File: config.mk
export PLATFORM = sky130hd
export DESIGN_NAME = ppsc_ctrl
export DESIGN_NICKNAME = d
export VERILOG_FILES = /design/src/rtl/core/ppsc_pkg.sv /design/src/rtl/core/ppsc_ctrl.sv
export SDC_FILE = /design/constraint.sdc
export NUM_CORES = 1
export LEC_CHECK = 0
export ABC_AREA = 1
export BUFFER_PORTS_ARGS = -buffer_cell sky130_fd_sc_hd__buf_4
export CAP_MARGIN = 20
export CORE_ASPECT_RATIO = 1.5
export CORE_MARGIN = 1.5
export CORE_UTILIZATION = 57
export DETAILED_ROUTE_END_ITERATION = 10
export MAX_ROUTING_LAYER = met4
export PLACE_DENSITY = 0.77
export SLEW_MARGIN = 30
export SYNTH_ARGS = -nofsm -noshare
export SYNTH_HDL_FRONTEND = slang
export SYNTH_SLANG_ARGS = --single-unit
File: constraint.sdc
create_clock -name clock -period 4.04 [get_ports clock]
set_clock_uncertainty 0.15 [all_clocks]
set_input_delay 0.606 -clock clock [delete_from_list [all_inputs] [get_ports clock]]
set_output_delay 0.606 -clock clock [all_outputs]
set_load 0.01 [all_outputs]
File: src/rtl/core/ppsc_pkg.sv
package ppsc_pkg;
   localparam int WORD_BITS_DEF = 48;
   localparam int FRAC_BITS_DEF = 24;
   localparam int STEP_BITS_DEF = 16;
   localparam int FIELD_BITS = 47;
   localparam int TH_BITS = 16;
   localparam int CFG_IDX_BITS = 3;

   localparam logic [CFG_IDX_BITS-1:0] REG_R = 3'd0;
   localparam logic [CFG_IDX_BITS-1:0] REG_K = 3'd1;
   localparam logic [CFG_IDX_BITS-1:0] REG_D = 3'd2;
   localparam logic [CFG_IDX_BITS-1:0] REG_A = 3'd3;
   localparam logic [CFG_IDX_BITS-1:0] REG_TH = 3'd4;
   localparam logic [CFG_IDX_BITS-1:0] REG_N0 = 3'd5;
   localparam logic [CFG_IDX_BITS-1:0] REG_C0 = 3'd6;
   localparam logic [CFG_IDX_BITS-1:0] REG_STEPS = 3'd7;

   localparam logic [FIELD_BITS-1:0] RST_R = 47'd8388608;
   localparam logic [FIELD_BITS-1:0] RST_K = 47'd16777216000;
   localparam logic [FIELD_BITS-1:0] RST_D = 47'd1677722;
   localparam logic [FIELD_BITS-1:0] RST_A = 47'd8388608;
   localparam logic [TH_BITS-1:0] RST_TH = 16'd1;
   localparam logic [FIELD_BITS-1:0] RST_N0 = 47'd1677721600;
   localparam logic [FIELD_BITS-1:0] RST_C0 = 47'd167772160;
   localparam logic [TH_BITS-1:0] RST_STEPS = 16'd1000;

   // datapath operations
   typedef enum logic [2:0] {
      OP_NONE,
      OP_LOAD,
      OP_MUL,
      OP_DIV,
      OP_ALU
   } op_type;

   localparam logic [4:0] UOP_NONE = 5'd0;
   localparam logic [4:0] UOP_MUL_PN = 5'd0;
   localparam logic [4:0] UOP_MUL_PN2 = 5'd1;
   localparam logic [4:0] UOP_MUL_TH = 5'd2;
   localparam logic [4:0] UOP_MUL_AF = 5'd3;
   localparam logic [4:0] UOP_MUL_GAIN = 5'd4;
   localparam logic [4:0] UOP_MUL_LOSS = 5'd5;
   localparam logic [4:0] UOP_MUL_RN = 5'd6;
   localparam logic [4:0] UOP_MUL_EAT = 5'd7;
   localparam logic [4:0] UOP_MUL_ADJ = 5'd8;
   localparam logic [4:0] UOP_DIV_F = 5'd0;
   localparam logic [4:0] UOP_DIV_RAT = 5'd1;
   localparam logic [4:0] UOP_ALU_DEN = 5'd0;
   localparam logic [4:0] UOP_ALU_NC = 5'd1;
   localparam logic [4:0] UOP_ALU_ADJ = 5'd2;
   localparam logic [4:0] UOP_ALU_STEP = 5'd3;

   typedef struct packed {
      op_type op;
      logic [4:0] uop;
   } cmd_type;

   typedef struct packed {
      logic unit_done;
      logic extinct;
   } sts_type;
endpackage

File: src/rtl/core/ppsc_ctrl.sv
module ppsc_ctrl #(
   parameter int STEP_BITS = ppsc_pkg::STEP_BITS_DEF
) (
   input  logic                           clock,
   input  logic                           reset,
   input  logic                           start,
   output logic                           busy,
   input  logic [ppsc_pkg::TH_BITS-1:0]   steps,
   output ppsc_pkg::cmd_type              cmd,
   input  ppsc_pkg::sts_type              sts,
   output logic                           finish,
   output logic                           stable,
   output logic [STEP_BITS-1:0]           done_cnt
);
   typedef enum logic [2:0] {ST_IDLE, ST_ISSUE, ST_WAIT, ST_SETTLE, ST_CHECK} state_type;

   // microcode: op, uop
   localparam int NSEQ = 16;
   function automatic ppsc_pkg::cmd_type seq_op(input logic [3:0] i);
      ppsc_pkg::cmd_type c;
      c.op = ppsc_pkg::OP_MUL;
      c.uop = ppsc_pkg::UOP_MUL_PN;
      unique case (i)
         4'd0: c.uop = ppsc_pkg::UOP_MUL_PN;
         4'd1: c.uop = ppsc_pkg::UOP_MUL_PN2;
         4'd2: c.uop = ppsc_pkg::UOP_MUL_TH;
         4'd3: begin c.op = ppsc_pkg::OP_ALU; c.uop = ppsc_pkg::UOP_ALU_DEN; end
         4'd4: begin c.op = ppsc_pkg::OP_DIV; c.uop = ppsc_pkg::UOP_DIV_F; end
         4'd5: c.uop = ppsc_pkg::UOP_MUL_AF;
         4'd6: c.uop = ppsc_pkg::UOP_MUL_GAIN;
         4'd7: c.uop = ppsc_pkg::UOP_MUL_LOSS;
         4'd8: begin c.op = ppsc_pkg::OP_ALU; c.uop = ppsc_pkg::UOP_ALU_NC; end
         4'd9: begin c.op = ppsc_pkg::OP_DIV; c.uop = ppsc_pkg::UOP_DIV_RAT; end
         4'd10: c.uop = ppsc_pkg::UOP_MUL_RN;
         4'd11: c.uop = ppsc_pkg::UOP_MUL_EAT;
         4'd12: begin c.op = ppsc_pkg::OP_ALU; c.uop = ppsc_pkg::UOP_ALU_ADJ; end
         4'd13: c.uop = ppsc_pkg::UOP_MUL_ADJ;
         4'd14: begin c.op = ppsc_pkg::OP_ALU; c.uop = ppsc_pkg::UOP_ALU_STEP; end
         default: begin c.op = ppsc_pkg::OP_NONE; c.uop = ppsc_pkg::UOP_NONE; end
      endcase
      return c;
   endfunction

   state_type state_ff;
   logic [3:0] pc_ff;
   logic [STEP_BITS-1:0] cnt_ff, lim_ff;
   logic stable_ff, finish_ff;
   ppsc_pkg::cmd_type cmd_ff, cur;

   assign cur = seq_op(pc_ff);

   always_ff @(posedge clock) begin
      if (reset) begin
         state_ff <= ST_IDLE;
         pc_ff <= '0;
         cnt_ff <= '0;
         stable_ff <= 1'b1;
         finish_ff <= 1'b0;
         cmd_ff <= '{op: ppsc_pkg::OP_NONE, uop: ppsc_pkg::UOP_NONE};
      end else begin
         finish_ff <= 1'b0;
         cmd_ff <= '{op: ppsc_pkg::OP_NONE, uop: ppsc_pkg::UOP_NONE};
         unique case (state_ff)
            ST_IDLE: if (start) begin
               cmd_ff <= '{op: ppsc_pkg::OP_LOAD, uop: ppsc_pkg::UOP_NONE};
               lim_ff <= STEP_BITS'(steps);
               cnt_ff <= '0;
               pc_ff <= '0;
               stable_ff <= 1'b1;
               state_ff <= ST_CHECK;
            end
            ST_ISSUE: begin
               cmd_ff <= cur;
               pc_ff <= pc_ff + 4'd1;
               if (cur.op == ppsc_pkg::OP_ALU) begin
                  if (pc_ff == 4'(NSEQ - 2)) begin
                     cnt_ff <= cnt_ff + 1'b1;
                     state_ff <= ST_SETTLE;
                  end
               end else state_ff <= ST_WAIT;
            end
            ST_WAIT: if (sts.unit_done) state_ff <= ST_ISSUE;
            ST_SETTLE: state_ff <= ST_CHECK;
            ST_CHECK: begin
               pc_ff <= '0;
               if (cnt_ff != '0 && sts.extinct) begin
                  stable_ff <= 1'b0;
                  finish_ff <= 1'b1;
                  state_ff <= ST_IDLE;
               end else if (cnt_ff == lim_ff) begin
                  finish_ff <= 1'b1;
                  state_ff <= ST_IDLE;
               end else state_ff <= ST_ISSUE;
            end
            default: state_ff <= ST_IDLE;
         endcase
      end
   end

   assign busy = state_ff != ST_IDLE;
   assign cmd = cmd_ff;
   assign finish = finish_ff;
   assign stable = stable_ff;
   assign done_cnt = cnt_ff;

   a_fin_idle: assert property (@(posedge clock) disable iff (reset)
      finish |-> state_ff == ST_IDLE) else $error("finish outside idle");
   a_cnt_lim: assert property (@(posedge clock) disable iff (reset)
      busy |-> cnt_ff <= lim_ff) else $error("step count past limit");
   a_start_busy: assert property (@(posedge clock) disable iff (reset)
      (start && !busy) |=> busy) else $error("start not taken");
endmodule

* After elaboration in Yosys (flattened, before gate mapping)
Cells that the tools add are included.
** Cells by class
- Add/subtract/negate cells :: 2
- Equal/unequal tests :: 26
- Multiplexer cells :: 22
- Bitwise logic cells :: 2
- Reduce and logical (&&, ||, !) cells :: 20
** Operator list (number)
- $mux W16 :: 3
- $pmux W16 S2 :: 1
- $pmux W4 S8 :: 1
- $eq A4 B4 Y1 const B :: 7
- $add A16 B1 Y16 const B :: 1
- $eq A16 B16 Y1 :: 1
- $eq A4 B3 Y1 const B :: 4
- $pmux W8 S2 :: 1
- $reduce_bool A16 Y1 :: 1
- $pmux W3 S5 :: 1
- $mux W3 :: 4
- $pmux W4 S3 :: 1
- $ne A2 B2 Y1 const B :: 5
- $pmux W3 S3 :: 1
- $reduce_and A3 Y1 :: 3
- $reduce_or A9 Y1 :: 1
- $eq A4 B2 Y1 const B :: 2
- $reduce_or A2 Y1 :: 4
- $eq A3 B2 Y1 const B :: 2
- $eq A3 B3 Y1 const B :: 2
- $mux W1 :: 6
- $mux W6 :: 1
- $reduce_bool A3 Y1 :: 2
- $add A4 B1 Y4 const B :: 1
- other kinds (14) :: 16
** Storage, ports and cells
- Register bits after elaboration :: 49
- Input bits :: 21
- Output and inout bits :: 27
- Logic and storage cells :: 80

* Longest topological paths before layout
- Word-level depth :: 6
- Gate-level depth with buffers :: 12

* Worst setup path before layout
Ideal clock, no wire load.
- Path kind :: in2reg
- Start :: input reset
- End :: register lim_ff[0], enable pin
- Setup time :: 0.388 ns
- Arrival time :: 1.733 ns
- Required time :: 3.502 ns
- Slack :: 1.769 ns
- Stages :: 3
- Path buffers :: 2
- Path through :: clkbuf_1 clkbuf_1 nor2_1
** On the way
- Word-level cells in the longest chain between the ends :: 2
** RTL lines
- from (decl) :: RTL line ppsc_ctrl.sv:5 : input logic reset,
- $not A1 Y1 (no source line)
- $reduce_and A3 Y1 (no source line)
- to (signal assigned) :: RTL line ppsc_ctrl.sv:66 : lim_ff <= STEP_BITS'(steps);
- to (decl) :: RTL line ppsc_ctrl.sv:46 : logic [STEP_BITS-1:0] cnt_ff, lim_ff;
Every way passes these cells.
A chain may end at the register's enable or synchronous reset.

* Worst setup path after layout
- Start :: register pc_ff[0]
- End :: register cnt_ff[11] (netlist: done_cnt[11])
** On the way
- Word-level cells in the longest chain between the ends :: 6
- Elaborated cells between the ends (all ways) :: 23
- Classes of those cells :: eq/ne: 17; mux: 1; reduce/logical: 5
** RTL lines
- from (decl) :: RTL line ppsc_ctrl.sv:45 : logic [3:0] pc_ff;
- from (signal assigned) :: RTL line ppsc_ctrl.sv:74 : pc_ff <= pc_ff + 4'd1;
- $eq A4 B4 Y1, or another cell as far along :: RTL line ppsc_ctrl.sv:23 : unique case (i)
- $reduce_or A9 Y1 (no source line), or another cell as far along
- $pmux W3 S3 :: RTL line ppsc_ctrl.sv:23
- $eq A3 B3 Y1 :: RTL line ppsc_ctrl.sv:75 : if (cur.op == ppsc_pkg::OP_ALU) begin
- $ne A2 B2 Y1 (no source line)
- $reduce_and A4 Y1 (no source line) *
- to (signal assigned) :: RTL line ppsc_ctrl.sv:77 : cnt_ff <= cnt_ff + 1'b1;
- to (decl) :: RTL line ppsc_ctrl.sv:46
Every way passes the cells marked *; elsewhere a longest branch is shown, timed or not.

==> flow_metrics.py <==
metrics = {
    "synthesis": {
        "ys_seq_area_share_pct": 42.3,
        "avgSynthCellArea_um2": 7.41,
        "ys_ff_latch": 48,
        "synthesis.nets": 385,
        "synth_cell_types": 40,
        "syn_area_um2": 2650,
        "ys_warn_count": 0,
        "syn_inst": 358,
    },
    "setup_path": {
        "cp_slowest_cell": "dfxtp_1",
        "path_cells": "inv_1, ha_1, nand3_2, nand3_2, nand3_4, nand2_4, nand2_4, nor2_2, nand3_1, and3_1",
        "slowest_delay_ns": 0.34,
        "arrival_ns": 2.09,
        "rr_worst_depth": 10,
        "worstSetupEndpointType": "flip-flop",
        "start_kind": "flip-flop",
        "worstPathMaxFanout": 17,
        "crit_type": "flip-flop to flip-flop",
        "cp_data_required_time_ns": 4.10,
    },
    "clock_tree": {
        "cts_sinks": 48,
        "cts_root_buffer": "clkbuf_8",
        "clk_pin_slew_ns": 0.09,
        "cts_tree": "built",
        "cts.path.max_buffers": 2,
        "clock_latency_ns": 0.30,
        "cts_resized": 0,
        "cts_setup_buffers": 0,
        "postCtsHoldBufs": 0,
        "htree_levels": 2,
        "cts-buffers-inserted": 5,
    },
    "layout": {
        "n_antenna_cell": 0,
        "layout_commonest_cell": "nand2_1",
        "final.fill_count": 397,
        "layout.nets": 434,
        "multi_input_comb_area_um2": 1270,
        "regArea_um2": 1120,
        "area_delta_synth_final_pct": 18.1,
        "layout-drive-gt1-share_pct": 19.9,
        "final_cell_mix": "103 x nand2_1, 55 x inv_1, 47 x buf_4, 34 x nor2_1, 32 x dfxtp_1",
    },
    "min_path": {
        "hp-class": "input pin to flip-flop",
        "hold_depth": 1,
    },
    "routing": {
        "wl_mm": 6.09,
        "drt_iter0_drc": 93,
        "vias": 2427,
        "dr.pass1.iters": 4,
        "routedWlPerCell_um": 13.4,
        "drc": 0,
        "final_antenna_net_count": 0,
        "vias_per_cell": 5.32,
    },
    "status": {
        "outcome": "complete, no violations",
    },
    "floorplanning": {
        "start_util_pct": 58.9,
        "io_pins": 48,
        "dieArea_um2": 5080,
        "die_w_um": 58.7,
        "die_h_um": 86.5,
        "placementRows": 30,
        "core_area_um2": 4500,
    },
    "global_routing": {
        "overflow": 0,
        "globalRouteTotalUtil_pct": 25.9,
        "grt_max_degree": 21,
        "grt_pass1_wl_mm": 9.75,
        "antenna_found_initial": 0,
        "grt_pass1_vias": 2253,
    },
    "sta": {
        "hold_violations": 0,
        "setup_slack_ns": 2.01,
        "fmax_mhz": 492,
        "fin_crit_sh_pct": 50.4,
        "setup_viol": 0,
        "slew_viol_final": 0,
        "fin_crit_ns": 2.03,
        "fin_tns_setup_ns": 0,
        "rsz0062_at_grt": "no",
    },
    "power": {
        "vdd_drop_max_uv": 202,
        "leakage_uw": 0.00136,
        "power_density_nw_per_um2": 306,
    },
    "place": {
        "finalWeightedCongestion": 0.851,
        "io_buffers": 46,
        "dp_hpwl_mm": 4.75,
        "post-place-ws_ns": 2.03,
    },
    "job": {
        "cap_violations": 0,
    },
}
==> final timing paths <==
kind         startpoint           end  slack, ns
max reg2reg    pc_ff[0]  done_cnt[11]       2.01
min reg2reg      stable        stable       0.32
max            pc_ff[0]  done_cnt[11]       2.01
min            steps[4]     lim_ff[4]       0.32
==> flip-flops by register name (all words and copies together) (netlist names) <==
name and count:
pc_ff 4, finish 1, done_cnt 16, state_ff 3, lim_ff 16, stable 1
cmd 7
==> layout make-up <==
cell class | instances | share of cell area [%]
multi-input cells | 245 | 40.7
flip-flops and latches | 48 | 35.8
repair buffers | 47 | 11.3
inverters | 60 | 7.19
clock buffers | 6 | 2.64
well taps | 48 | 1.92
clock inverters | 2 | 0.440
==> routing by layer <==
layer,wire (um),global-route usage (%)
met5,0,-
met1,2330,25.2
met2,3390,47.9
met4,186,12.8
met3,184,4.48
==> report_power, final <==
group          internal [uW]  switching, uW  leakage, uW
Clock                    139            163    0.0000477
Sequential               516           8.19     0.000407
Combinational           47.6           83.6     0.000907
==> synth_stat cells, drive strengths merged <==
cell	n	area [um^2]
a21boi	1	18.8
nor4	1	6.26
o22ai	1	6.26
xor2	2	17.5
and3	1	6.26
nor3	11	70.1
a21oi	20	111
nor3b	4	40.0
ha	6	75.1
clkbuf	3	11.3
clkinv	2	7.51
conb	1	3.75
nand4	9	56.3
o31ai	1	7.51
nand3	21	133
inv	58	218
or2	3	18.8
edfxtp	16	480
nor2	36	145
buf	2	18.8
dfxtp	32	641
a211oi	3	27.5
o21ai	15	97.6
nand2	109	434
==> cell families after synthesis <==
logic type / after synthesis / share of synthesized area (%)
other cells: 1 / 0.141
buf+inv: 65 / 9.63
fa+ha+maj: 6 / 2.83
compound gates: 41 / 10.1
flops: 48 / 42.3
xor+xnor: 2 / 0.661
simple gates: 195 / 34.3
==> worst max-delay path, delay by kind of cell, from the launching register on <==
family                     cells  cell delay [ns]
adders and majority gates      1             0.27
and+or+nand+nor                8             1.05
DFF                            1             0.34
buffers and inverters          1             0.12
==> metrics by stage <==
step	std cells	total power, uW	hold slack (ns)	area [um^2]	utilization (%)
after floorplan	358	625	0.331	2650	-
after global placement	448	664	0.297	3030	67.4
after detailed placement	448	667	0.309	3030	67.4
after CTS	456	963	0.315	3130	69.5
after global routing	456	997	0.308	3130	69.5
final	456	957	0.319	3130	69.5
No activity file was read; power rests on OpenSTA's default activity.
